$ cat src/amlss_pkg.sv
// Package with the types, codes and helpers of the AML sleep state scanner.
`default_nettype none

package amlss_pkg;

    localparam int unsigned BYTE_W = 8;
    localparam int unsigned WORD_W = 16;
    localparam int unsigned SCALE_SHIFT = 10;
    localparam int unsigned KEEP_W = WORD_W - SCALE_SHIFT;

    localparam logic [BYTE_W-1:0] CHAR_UNDERSCORE = 8'h5F;
    localparam logic [BYTE_W-1:0] CHAR_S = 8'h53;
    localparam logic [BYTE_W-1:0] CHAR_FIVE = 8'h35;

    localparam logic [BYTE_W-1:0] OP_PACKAGE = 8'h12;
    localparam logic [BYTE_W-1:0] OP_BYTE_PREFIX = 8'h0A;
    localparam logic [BYTE_W-1:0] OP_WORD_PREFIX = 8'h0B;
    localparam logic [BYTE_W-1:0] OP_ZERO = 8'h00;
    localparam logic [BYTE_W-1:0] OP_ONE = 8'h01;
    localparam logic [BYTE_W-1:0] OP_ONES = 8'hFF;

    typedef enum logic [3:0] {
        PH_MATCH0 = 4'd0,
        PH_MATCH1 = 4'd1,
        PH_MATCH2 = 4'd2,
        PH_MATCH3 = 4'd3,
        PH_NAME_DONE = 4'd4,
        PH_LEAD = 4'd5,
        PH_EXTRA = 4'd6,
        PH_COUNT = 4'd7,
        PH_A_OP = 4'd8,
        PH_A_BYTE = 4'd9,
        PH_A_LO = 4'd10,
        PH_A_HI = 4'd11,
        PH_B_OP = 4'd12,
        PH_B_BYTE = 4'd13,
        PH_B_LO = 4'd14,
        PH_B_HI = 4'd15
    } phase_t;

    // Shifting left by the scale and keeping a word leaves only the low bits.
    function automatic logic [WORD_W-1:0] scale_low(input logic [KEEP_W-1:0] v);
        return {v, {SCALE_SHIFT{1'b0}}};
    endfunction

    // Value of an element given by a single opcode with no data bytes.
    function automatic logic [WORD_W-1:0] const_value(input logic [BYTE_W-1:0] op);
        logic [WORD_W-1:0] v;
        v = '0;
        case (op)
            OP_ONE: v = scale_low(KEEP_W'(1));
            OP_ONES: v = scale_low({KEEP_W{1'b1}});
            default: v = '0;
        endcase
        return v;
    endfunction

endpackage

`default_nettype wire

$ cat src/amlss_byte_if.sv
// Channel interface that carries the bytes of an AML table body.
`default_nettype none

interface amlss_byte_if
    import amlss_pkg::*;
    ();
    logic valid;
    logic ready;
    logic [BYTE_W-1:0] aml_byte;
    logic last_of_table;

    modport source (output valid, output aml_byte, output last_of_table, input ready);
    modport sink (input valid, input aml_byte, input last_of_table, output ready);
endinterface

`default_nettype wire

$ cat src/amlss_result_if.sv
// Channel interface that carries the sleep type result of one table.
`default_nettype none

interface amlss_result_if
    import amlss_pkg::*;
    ();
    logic valid;
    logic ready;
    logic found;
    logic [WORD_W-1:0] sleep_type_a_word;
    logic [WORD_W-1:0] sleep_type_b_word;

    modport source (output valid, output found, output sleep_type_a_word,
                    output sleep_type_b_word, input ready);
    modport sink (input valid, input found, input sleep_type_a_word,
                  input sleep_type_b_word, output ready);
endinterface

`default_nettype wire

$ cat src/aml_sleep_state_scanner_unit.sv
// Top level of the AML sleep state scanner: name search and package decode.
//
// Channel  Direction  Payload                                      Per transfer
// aml      in         aml_byte, last_of_table                      one table byte
// result   out        found, sleep_type_a_word, sleep_type_b_word  one table result
//
// A byte can be accepted in every cycle while the input is not stalled.
// A result appears in the output register on the cycle after the byte that causes it.
// The input stalls only while a result sits in the output register and is not taken.
// Reset clears the scan phase, the skip count and the output valid flag at once, but not the result data.
`default_nettype none

module aml_sleep_state_scanner_unit
    import amlss_pkg::*;
(
    input wire logic clk,
    input wire logic rst_n,
    amlss_byte_if.sink aml,
    amlss_result_if.source result
);

    phase_t phase_reg;
    phase_t phase_next;
    logic [1:0] skip_reg;
    logic [1:0] skip_next;
    logic [WORD_W-1:0] first_reg;
    logic [WORD_W-1:0] first_next;
    logic [KEEP_W-1:0] pend_reg;
    logic [KEEP_W-1:0] pend_next;
    logic sent_reg;

    logic out_valid_reg;
    logic found_reg;
    logic [WORD_W-1:0] a_word_reg;
    logic [WORD_W-1:0] b_word_reg;

    logic [BYTE_W-1:0] b;
    logic accept;
    logic elem_done;
    logic in_b;
    logic [WORD_W-1:0] elem_val;
    logic result_done;
    logic emit;

    assign b = aml.aml_byte;
    assign aml.ready = !out_valid_reg || result.ready;
    assign accept = aml.valid && aml.ready;

    // Output decode: completion and value of the element in the current byte.
    always_comb
    begin
        elem_done = 1'b0;
        elem_val = '0;
        unique case (phase_reg) inside
            PH_A_OP, PH_B_OP:
            begin
                elem_done = (b != OP_BYTE_PREFIX) && (b != OP_WORD_PREFIX);
                elem_val = const_value(b);
            end
            PH_A_BYTE, PH_B_BYTE:
            begin
                elem_done = 1'b1;
                elem_val = scale_low(b[KEEP_W-1:0]);
            end
            PH_A_HI, PH_B_HI:
            begin
                elem_done = 1'b1;
                elem_val = scale_low(pend_reg);
            end
            default:
            begin
                elem_done = 1'b0;
                elem_val = '0;
            end
        endcase
        in_b = (phase_reg == PH_B_OP) || (phase_reg == PH_B_BYTE)
            || (phase_reg == PH_B_LO) || (phase_reg == PH_B_HI);
        result_done = elem_done && in_b;
        emit = accept && !sent_reg && (result_done || aml.last_of_table);
    end

    // Next state of the scan.
    always_comb
    begin
        phase_next = phase_reg;
        skip_next = skip_reg;
        first_next = first_reg;
        pend_next = pend_reg;
        unique case (phase_reg)
            PH_MATCH0, PH_MATCH3:
            begin
                if (b == CHAR_UNDERSCORE)
                    phase_next = (phase_reg == PH_MATCH0) ? PH_MATCH1 : PH_NAME_DONE;
                else
                    phase_next = PH_MATCH0;
            end
            PH_MATCH1:
            begin
                if (b == CHAR_S)
                    phase_next = PH_MATCH2;
                else if (b == CHAR_UNDERSCORE)
                    phase_next = PH_MATCH1;
                else
                    phase_next = PH_MATCH0;
            end
            PH_MATCH2:
            begin
                if (b == CHAR_FIVE)
                    phase_next = PH_MATCH3;
                else if (b == CHAR_UNDERSCORE)
                    phase_next = PH_MATCH1;
                else
                    phase_next = PH_MATCH0;
            end
            PH_NAME_DONE:
            begin
                if (b == OP_PACKAGE)
                    phase_next = PH_LEAD;
                else if (b == CHAR_S)
                    phase_next = PH_MATCH2;
                else if (b == CHAR_UNDERSCORE)
                    phase_next = PH_MATCH1;
                else
                    phase_next = PH_MATCH0;
            end
            PH_LEAD:
            begin
                skip_next = b[BYTE_W-1:BYTE_W-2];
                phase_next = (b[BYTE_W-1:BYTE_W-2] != 2'd0) ? PH_EXTRA : PH_COUNT;
            end
            PH_EXTRA:
            begin
                skip_next = skip_reg - 2'd1;
                if (skip_reg == 2'd1)
                    phase_next = PH_COUNT;
            end
            PH_COUNT:
            begin
                phase_next = PH_A_OP;
            end
            PH_A_OP, PH_B_OP:
            begin
                if (b == OP_BYTE_PREFIX)
                    phase_next = (phase_reg == PH_A_OP) ? PH_A_BYTE : PH_B_BYTE;
                else if (b == OP_WORD_PREFIX)
                    phase_next = (phase_reg == PH_A_OP) ? PH_A_LO : PH_B_LO;
                else
                    phase_next = (phase_reg == PH_A_OP) ? PH_B_OP : PH_MATCH0;
            end
            PH_A_BYTE, PH_A_HI:
            begin
                phase_next = PH_B_OP;
            end
            PH_A_LO:
            begin
                pend_next = b[KEEP_W-1:0];
                phase_next = PH_A_HI;
            end
            PH_B_LO:
            begin
                pend_next = b[KEEP_W-1:0];
                phase_next = PH_B_HI;
            end
            PH_B_BYTE, PH_B_HI:
            begin
                phase_next = PH_MATCH0;
            end
        endcase
        if (elem_done && !in_b)
            first_next = elem_val;
        if (result_done)
            skip_next = 2'd0;
    end

    always_ff @(posedge clk or negedge rst_n)
    begin
        if (!rst_n)
        begin
            phase_reg <= PH_MATCH0;
            skip_reg <= 2'd0;
            first_reg <= '0;
            pend_reg <= '0;
            sent_reg <= 1'b0;
        end
        else if (accept)
        begin
            if (aml.last_of_table)
            begin
                phase_reg <= PH_MATCH0;
                skip_reg <= 2'd0;
                first_reg <= '0;
                pend_reg <= '0;
                sent_reg <= 1'b0;
            end
            else if (!sent_reg)
            begin
                phase_reg <= phase_next;
                skip_reg <= skip_next;
                first_reg <= first_next;
                pend_reg <= pend_next;
                sent_reg <= result_done;
            end
        end
    end

    always_ff @(posedge clk or negedge rst_n)
    begin
        if (!rst_n)
            out_valid_reg <= 1'b0;
        else if (emit)
            out_valid_reg <= 1'b1;
        else if (result.ready)
            out_valid_reg <= 1'b0;
    end

    always_ff @(posedge clk)
    begin
        if (emit)
        begin
            found_reg <= result_done;
            a_word_reg <= result_done ? first_reg : '0;
            b_word_reg <= result_done ? elem_val : '0;
        end
    end

    assign result.valid = out_valid_reg;
    assign result.found = found_reg;
    assign result.sleep_type_a_word = a_word_reg;
    assign result.sleep_type_b_word = b_word_reg;

endmodule

`default_nettype wire

$ cat src/flat_wrapper.sv
// flat-port wrapper written by rule: the top's interface ports become plain ports
module aml_sleep_state_scanner_unit_flat import amlss_pkg::*;
  (clk, rst_n, aml_valid, aml_aml_byte, aml_last_of_table, aml_ready, result_valid, result_found, result_sleep_type_a_word, result_sleep_type_b_word, result_ready);
  amlss_byte_if aml_i ();
  amlss_result_if result_i ();
  input wire logic clk;
  input wire logic rst_n;
  input wire logic [$bits(aml_i.valid)-1:0] aml_valid;
  input wire logic [$bits(aml_i.aml_byte)-1:0] aml_aml_byte;
  input wire logic [$bits(aml_i.last_of_table)-1:0] aml_last_of_table;
  output wire logic [$bits(aml_i.ready)-1:0] aml_ready;
  output wire logic [$bits(result_i.valid)-1:0] result_valid;
  output wire logic [$bits(result_i.found)-1:0] result_found;
  output wire logic [$bits(result_i.sleep_type_a_word)-1:0] result_sleep_type_a_word;
  output wire logic [$bits(result_i.sleep_type_b_word)-1:0] result_sleep_type_b_word;
  input wire logic [$bits(result_i.ready)-1:0] result_ready;
  assign aml_i.valid = aml_valid;
  assign aml_i.aml_byte = aml_aml_byte;
  assign aml_i.last_of_table = aml_last_of_table;
  assign aml_ready = aml_i.ready;
  assign result_valid = result_i.valid;
  assign result_found = result_i.found;
  assign result_sleep_type_a_word = result_i.sleep_type_a_word;
  assign result_sleep_type_b_word = result_i.sleep_type_b_word;
  assign result_i.ready = result_ready;
  aml_sleep_state_scanner_unit u_core (.clk(clk), .rst_n(rst_n), .aml(aml_i), .result(result_i));
endmodule
$ cat config.mk
export PLATFORM = sky130hd
export DESIGN_NAME = aml_sleep_state_scanner_unit_flat
export DESIGN_NICKNAME = d
export VERILOG_FILES = /design/src/amlss_pkg.sv /design/src/amlss_byte_if.sv /design/src/amlss_result_if.sv /design/src/aml_sleep_state_scanner_unit.sv /design/src/flat_wrapper.sv
export SDC_FILE = /design/constraint.sdc
export NUM_CORES = 1
export LEC_CHECK = 0
export BUFFER_PORTS_ARGS = -buffer_cell sky130_fd_sc_hd__buf_2
export CORE_ASPECT_RATIO = 1.75
export CORE_MARGIN = 4
export CORE_UTILIZATION = 49
export CTS_CLUSTER_SIZE = 30
export DETAILED_ROUTE_END_ITERATION = 7
export PLACE_DENSITY = 0.76
export REMOVE_ABC_BUFFERS = 1
export SLEW_MARGIN = 10
export SYNTH_ARGS = -nofsm -noshare
export SYNTH_HDL_FRONTEND = slang
export SYNTH_SLANG_ARGS = --single-unit
$ cat constraint.sdc
create_clock -name clk -period 2.35 [get_ports clk]
set_input_delay 0 -clock clk [delete_from_list [all_inputs] [get_ports clk]]
set_output_delay 0 -clock clk [all_outputs]
set_load 0.1 [all_outputs]
# ---- Word level (Yosys, flattened, before mapping)
# Index checks and enable logic that the tools add are counted.
dict set report word_totals {
  input_bits 13
  ff_bits 63
}
dict set report classes {
  muxes 33
  eq_ne 28
  addsub 1
  reduce_logical 32
}
# operator count
set op_table {}
lappend op_table {{two-way mux 16 bit} 3}
lappend op_table {{one-hot mux 16 bit (3 select lines)} 1}
lappend op_table {{one-hot mux 4 bit (12 select lines)} 1}
lappend op_table {{two-way mux 4 bit} 10}
lappend op_table {{equality test 4 bit, second input constant} 8}
lappend op_table {{one-hot mux 16 bit (2 select lines)} 1}
lappend op_table {{two-way mux 6 bit} 3}
lappend op_table {{equality test 4 x 3 -> 1 bit, second input constant} 4}
lappend op_table {{equality test 8 x 4 -> 1 bit, second input constant} 2}
lappend op_table {{equality test 8 x 7 -> 1 bit, second input constant} 2}
lappend op_table {{inequality test 8 x 4 -> 1 bit, second input constant} 2}
lappend op_table {{OR reduction 2 bit} 7}
lappend op_table {{AND reduction 3 bit} 4}
lappend op_table {{two-way mux 3 bit} 3}
lappend op_table {{equality test 4 x 2 -> 1 bit, second input constant} 2}
lappend op_table {{equality test 8 x 1 -> 1 bit, second input constant} 1}
lappend op_table {{equality test 8 x 5 -> 1 bit, second input constant} 1}
lappend op_table {{equality test 8 x 6 -> 1 bit, second input constant} 1}
lappend op_table {{equality test 8 bit, second input constant} 1}
lappend op_table {{nonzero test 2 bit} 4}
lappend op_table {{logical AND 1 bit} 6}
lappend op_table {{two-way mux 1 bit} 6}
lappend op_table {{two-way mux 2 bit} 3}
lappend op_table {{logical OR 1 bit} 5}
lappend op_table {{other kinds (11)} 13}

# ---- Depth between registers and ports, before layout
dict set report logic_depth {
  depth_word 9
  depth_mapped 7
}

# ---- Least setup slack after synthesis
# OpenSTA, ideal clock, no wires.
dict set report synth_path {
  kind {reg-to-reg}
  startpoint {reg u_core.out_valid_reg, in the netlist u_core.result.valid}
  endpoint {reg u_core.pend_reg[0]}
  t_arrival_ns 2.777
  stages_incl_launch_ff 7
  setup_ns 0.121
  slack_ns -0.548
  path_buffers 1
  synth_period_minus_slack_ns 2.898
  cell_sequence {dfrtp_1 -> nand2b_1 -> nand2b_1 -> nor2_1 -> and3_1 -> buf_2 -> a22o_2}
}
dict set report synth_via {
  elab_chain_cells 4
}
# element line_no
set synth_rtl {}
lappend synth_rtl {{start: declaration} aml_sleep_state_scanner_unit.sv:32} ;# logic out_valid_reg;
lappend synth_rtl {{start signal: assignment} aml_sleep_state_scanner_unit.sv:209} ;# out_valid_reg <= 1'b0;
lappend synth_rtl {{start signal: assignment} aml_sleep_state_scanner_unit.sv:211} ;# out_valid_reg <= 1'b1;
lappend synth_rtl {{start signal: assignment} aml_sleep_state_scanner_unit.sv:213} ;# out_valid_reg <= 1'b0;
lappend synth_rtl {{logical NOT 1 bit} aml_sleep_state_scanner_unit.sv:46} ;# assign aml.ready = !out_valid_reg || result.ready;
lappend synth_rtl {{logical OR 1 bit} aml_sleep_state_scanner_unit.sv:46}
lappend synth_rtl {{net aml_ready} flat_wrapper.sv:11} ;# output wire logic [$bits(aml_i.ready)-1:0] aml_ready;
lappend synth_rtl {{logical AND 1 bit} aml_sleep_state_scanner_unit.sv:47} ;# assign accept = aml.valid && aml.ready;
lappend synth_rtl {{AND reduction 3 bit (no line)} --}
lappend synth_rtl {{end signal: assignment} aml_sleep_state_scanner_unit.sv:200} ;# pend_reg <= pend_next;
lappend synth_rtl {{end: declaration} aml_sleep_state_scanner_unit.sv:28} ;# logic [KEEP_W-1:0] pend_reg;
# The timed path passes the listed nets, and every way through them passes these cells.
# A chain may end at the register's enable or synchronous reset.

# ---- Worst setup path in the final report
dict set report layout_path {
  startpoint {reg u_core.phase_reg[0]}
  endpoint {reg u_core.a_word_reg[11], in the netlist u_core.result.sleep_type_a_word[11] (enable)}
}
dict set report layout_via {
  elab_chain_cells 7
  word_cells_on_any_way 16
  cone_classes {eq/ne (7); mux (1); reduce/logical (8)}
}
# element line_no
set layout_rtl {}
lappend layout_rtl {{start: declaration} aml_sleep_state_scanner_unit.sv:22} ;# phase_t phase_reg;
lappend layout_rtl {{start signal: assignment} aml_sleep_state_scanner_unit.sv:197} ;# phase_reg <= phase_next;
lappend layout_rtl {{branches (longest 4 deep; another with equality test 4 bit)} --}
lappend layout_rtl {{logical AND 1 bit (*)} aml_sleep_state_scanner_unit.sv:78} ;# result_done = elem_done && in_b;
lappend layout_rtl {{logical OR 1 bit (*)} aml_sleep_state_scanner_unit.sv:79} ;# emit = accept && !sent_reg && (result_done || aml.last_of_table);
lappend layout_rtl {{logical AND 1 bit (*)} aml_sleep_state_scanner_unit.sv:79}
lappend layout_rtl {{net u_core.emit} aml_sleep_state_scanner_unit.sv:43} ;# logic emit;
lappend layout_rtl {{end signal: assignment} aml_sleep_state_scanner_unit.sv:221} ;# a_word_reg <= result_done ? first_reg : '0;
lappend layout_rtl {{end: declaration} aml_sleep_state_scanner_unit.sv:34} ;# logic [WORD_W-1:0] a_word_reg;
# Mark *: on every way through the listed nets, which the timed path passes.

==> results by group <==
CTS
  – Clock tree from TritonCTS: done
  – Number of clock sinks: 33
  – Number of H-tree branching levels: 2
  – Number of buffers created by CTS: 5
  – Clk Latency, worst-skew pair: 0.28 ns
  – Clock-pin slew reported for the worst setup and hold paths after clock tree synthesis: 0.07 ns
  – Root buffer cell: sky130_fd_sc_hd__clkbuf_8
  – Buffers from clock root to sink, at most: 2

STA
  – Crit path time final: 1.98 ns
  – Least-Margin Pin Slew: between 0.5 and 0.6 ns
  – RSZ-0062 raised after global routing: false
  – Final number of max-transition violations: 0
  – Count of endpoints failing hold in the final timing report: 0
  – Total negative slack for setup checks: 0 ns
  – Peak clock frequency supported by timing: just over 500 MHz
  – Final-report setup violation count: 0
  – Worst clock skew: 0.00398 ns
  – Share of the clock period used by the worst path after layout: 0.842
  – Worst slew slack as a fraction of its limit: 0.657

Global route
  – Total congestion overflow: 0
  – First-pass GRT wire length: 8040 um
  – Largest net degree at the start of global routing: 21
  – Overall routing resource usage: 0.187
  – Number of antenna violations at the first check in global routing: 0
  – Vias in the first global route: 1728

Synth
  – Most numerous cell in the Yosys netlist: sky130_fd_sc_hd__buf_4
  – Number of enable flip-flop cells after synthesis: 13
  – Post-synth design cell area: 2140 sq um
  – Fraction of synthesized cell area taken by the top area cell type: 0.234
  – Avg Synthesized Cell Area: 9.80 sq um
  – Syn Inst Count: 218
  – Post-synth top flop: sky130_fd_sc_hd__dfrtp_1
  – Post-synth top area cell: sky130_fd_sc_hd__dfrtp_1
  – Number of distinct library cell variants in the gate-level netlist after synthesis: 57
  – Top cell types by occurrence after synthesis: 22 x sky130_fd_sc_hd__buf_4, 20 x sky130_fd_sc_hd__dfrtp_1, 13 x sky130_fd_sc_hd__and2_1, 13 x sky130_fd_sc_hd__edfxtp_1, 12 x sky130_fd_sc_hd__nand2_1
  – Sequential share of the synthesized area: 0.417
  – Synth warn: 0
  – Post-synthesis async set-or-reset flop share: 0.606
  – Leading cell types by total area after synthesis: sky130_fd_sc_hd__dfrtp_1 23%, sky130_fd_sc_hd__edfxtp_1 18%, sky130_fd_sc_hd__buf_4 7.7%
  – Register bit total from synthesis: 33

Pwr
  – Share of power burned in the clock network: 0.312
  – Reg power frac: 0.452
  – Power per Cell Area: 576 nW/um^2
  – Combinational cell fraction of total power: 0.236
  – Static power due to leakage: 0.981 nW
  – Proportion of total power due to net switching: 0.373
  – Max VDD drop: around 400 uV
  – Internal power summed over all cells: 0.848 mW
  – Tot Pwr: about 1.4 mW
  – Net switching power: between 0.5 and 0.6 mW

Setup path
  – Max stage delay cell, worst path: sky130_fd_sc_hd__dfrtp_1
  – Max FO, Critical Path: 13
  – Start point of the critical path: u_core.phase_reg[0]
  – Category of the worst setup path capture point: flip-flop
  – Cell count along the critical path: 5
  – Cell-by-cell trace of the critical path: nor4b_1 -> a211oi_1 -> nor2_1 -> nor2_1 -> buf_4
  – Top delay family on crit path: simple AND/OR/NAND/NOR gates
  – Required time reported for the critical path endpoint: 2.39 ns
  – Register-to-Register Path Depth: 5
  – Most common cell type on the critical path: sky130_fd_sc_hd__nor2_1
  – Crit start category: flip-flop
  – Slowest Stage Delay on Critical Path: between 0.4 and 0.5 ns
  – Critical Path End: u_core.result.sleep_type_a_word[11]
  – Crit path DAT: 2.02 ns
  – Startpoint of the worst register-to-register path: u_core.phase_reg[0]
  – Combined buffer and inverter count along the critical path: 1
  – Terminus of the critical flop-to-flop path: u_core.result.sleep_type_a_word[11]
  – Reg-to-reg slack, setup: roughly 0.37 ns
  – Critical path class: flip-flop to flip-flop

Place
  – # port buffers: 27
  – Placer congestion estimate: ~0.93
  – Half-perimeter wire length after placement: 3730 um
  – Cell area reported after detailed placement: between 2000 and 2500 sq um

Finish
  – Area growth syn-to-layout: 10.1%
  – N_diodes: 0
  – Layout cell share with drive strength beyond 1: 0.209
  – Total non-filler cell area in the finished layout: 2350 sq um
  – Net count reported at finish: between 200 and 300

Routing
  – Sum of routed wire length over all layers: slightly below 5000 um
  – Routed via count: 1812
  – Drt initial violations: 64
  – Number of vias per cell: ~6
  – Remaining design rule violation count: 0
  – Count of nets left with antenna violations after detail routing: 0
  – Number of search-and-repair iterations in the first detailed-routing pass: 5
  – Routed length per placed instance: 16.4 um

Run
  – # Max-Cap Violations: 0

Floorplanning
  – Vertical extent of the die: 95.3 um
  – Starting Density: 0.510
  – Horizontal die dimension: 57.9 um
  – Die area: 5520 sq um
  – Number of rows in the core area: 31
  – Num ports: 48
  – Area of the core region: 4190 sq um

Run status
  – Result of the run: completed

Worst hold path
  – Worst hold-check path type: input pin to flip-flop
## through the flow
step           hold WS [ns]  setup slack (ns)   util  std cells
2_1_floorplan        -0.296            -0.520      -        204
3_3_place_gp        -0.0260             0.467  0.538        289
3_5_place_dp        -0.0224             0.409  0.538        289
4_1_cts             0.00118             0.383  0.561        298
5_1_grt              0.0275             0.258  0.561        298
6_report            0.00270             0.371  0.561        298
## area by class of cell
| type | count | area (sq um) |
|---|---|---|
| Multi-Input combinational cell | 164 | 1070 |
| Clock buffer | 5 | 68.8 |
| Tap cell | 49 | 61.3 |
| Timing Repair Buffer | 37 | 213 |
| Sequential cell | 33 | 891 |
| Fill cell | 386 | 1840 |
| Inverter | 7 | 26.3 |
| Clock inverter | 3 | 17.5 |
## cell usage in the layout (no fill, tap or decap), types with 2 or more instances in the layout
master,n
sky130_fd_sc_hd__nand2_1,12
sky130_fd_sc_hd__nor4b_1,3
sky130_fd_sc_hd__buf_4,9
sky130_fd_sc_hd__ha_1,2
sky130_fd_sc_hd__nor4_1,2
sky130_fd_sc_hd__edfxtp_1,13
sky130_fd_sc_hd__nor2b_1,3
sky130_fd_sc_hd__nand4_1,6
sky130_fd_sc_hd__a21oi_1,6
sky130_fd_sc_hd__inv_1,7
sky130_fd_sc_hd__clkbuf_8,5
sky130_fd_sc_hd__nor2_1,10
sky130_fd_sc_hd__nand3_1,7
sky130_fd_sc_hd__and2_1,13
sky130_fd_sc_hd__a22o_1,10
sky130_fd_sc_hd__clkinv_2,2
sky130_fd_sc_hd__o2bb2ai_1,2
sky130_fd_sc_hd__mux2i_1,5
sky130_fd_sc_hd__o2111ai_1,4
sky130_fd_sc_hd__and3_1,2
sky130_fd_sc_hd__o22ai_1,3
sky130_fd_sc_hd__a211oi_1,3
sky130_fd_sc_hd__conb_1,20
sky130_fd_sc_hd__nor3_1,3
sky130_fd_sc_hd__buf_2,27
sky130_fd_sc_hd__dfrtp_1,20
sky130_fd_sc_hd__o21ai_1,3
sky130_fd_sc_hd__nand2b_1,6
sky130_fd_sc_hd__o221a_1,2
sky130_fd_sc_hd__o21ai_0,9
## kinds of logic after synthesis
group / after synthesis / share of synthesized area
mux: 6 / 0.0287
fa+ha+maj: 2 / 0.0117
xor+xnor: 2 / 0.00820
flops: 33 / 0.417
other cells: 1 / 0.00176
compound gates: 58 / 0.206
buf+inv: 40 / 0.114
simple gates: 76 / 0.213
## what timing repair did
| action | in CTS | in global routing |
|---|---|---|
| setup buffers | 0 | 0 |
| endpoints found under the hold margin | 20 | 0 |
| hold buffers | 1 | 0 |
| gates resized for setup | 0 | 0 |
## worst reg2reg max path, stage by stage (launching register included)
cell and delay [ns]:
sky130_fd_sc_hd__dfrtp_1 0.49, sky130_fd_sc_hd__nor4b_1 0.49, sky130_fd_sc_hd__a211oi_1 0.17, sky130_fd_sc_hd__nor2_1 0.30, sky130_fd_sc_hd__nor2_1 0.09, sky130_fd_sc_hd__buf_4 0.20
## power groups by stage
stage	combinational (mW)	sequential (mW)	clock [mW]
after global placement	0.317	0.624	0
after global routing	0.331	0.612	0.461
after detailed placement	0.317	0.624	0
final	0.319	0.611	0.422
after floorplan	0.185	0.699	0
after CTS	0.319	0.612	0.427
## worst min-delay path by stage
stage	from	end	slack [ns]	depth (start not counted)
after floorplan	rst_n	u_core.first_reg[10]	-0.30	0
after global placement	rst_n	u_core.phase_reg[2]	-0.03	1
after detailed placement	rst_n	u_core.phase_reg[2]	-0.02	1
after CTS	aml_valid	u_core.result.valid	0.001	3
after global routing	aml_last_of_table	u_core.sent_reg	0.03	2
final	aml_valid	u_core.result.valid	0.003	3
## per-layer routing
metal | part of all wire | wire, um | track usage | vias to the layer above
met2 | 0.53 | 2580 | 0.325 | 86
li1 | - | - | - | 833
met4 | 0.047 | 228 | 0.130 | 0
met3 | 0.068 | 329 | 0.0379 | 24
met1 | 0.36 | 1740 | 0.198 | 869
met5 | 0 | 0 | 0 | -
No activity file was read; power rests on OpenSTA's default activity.
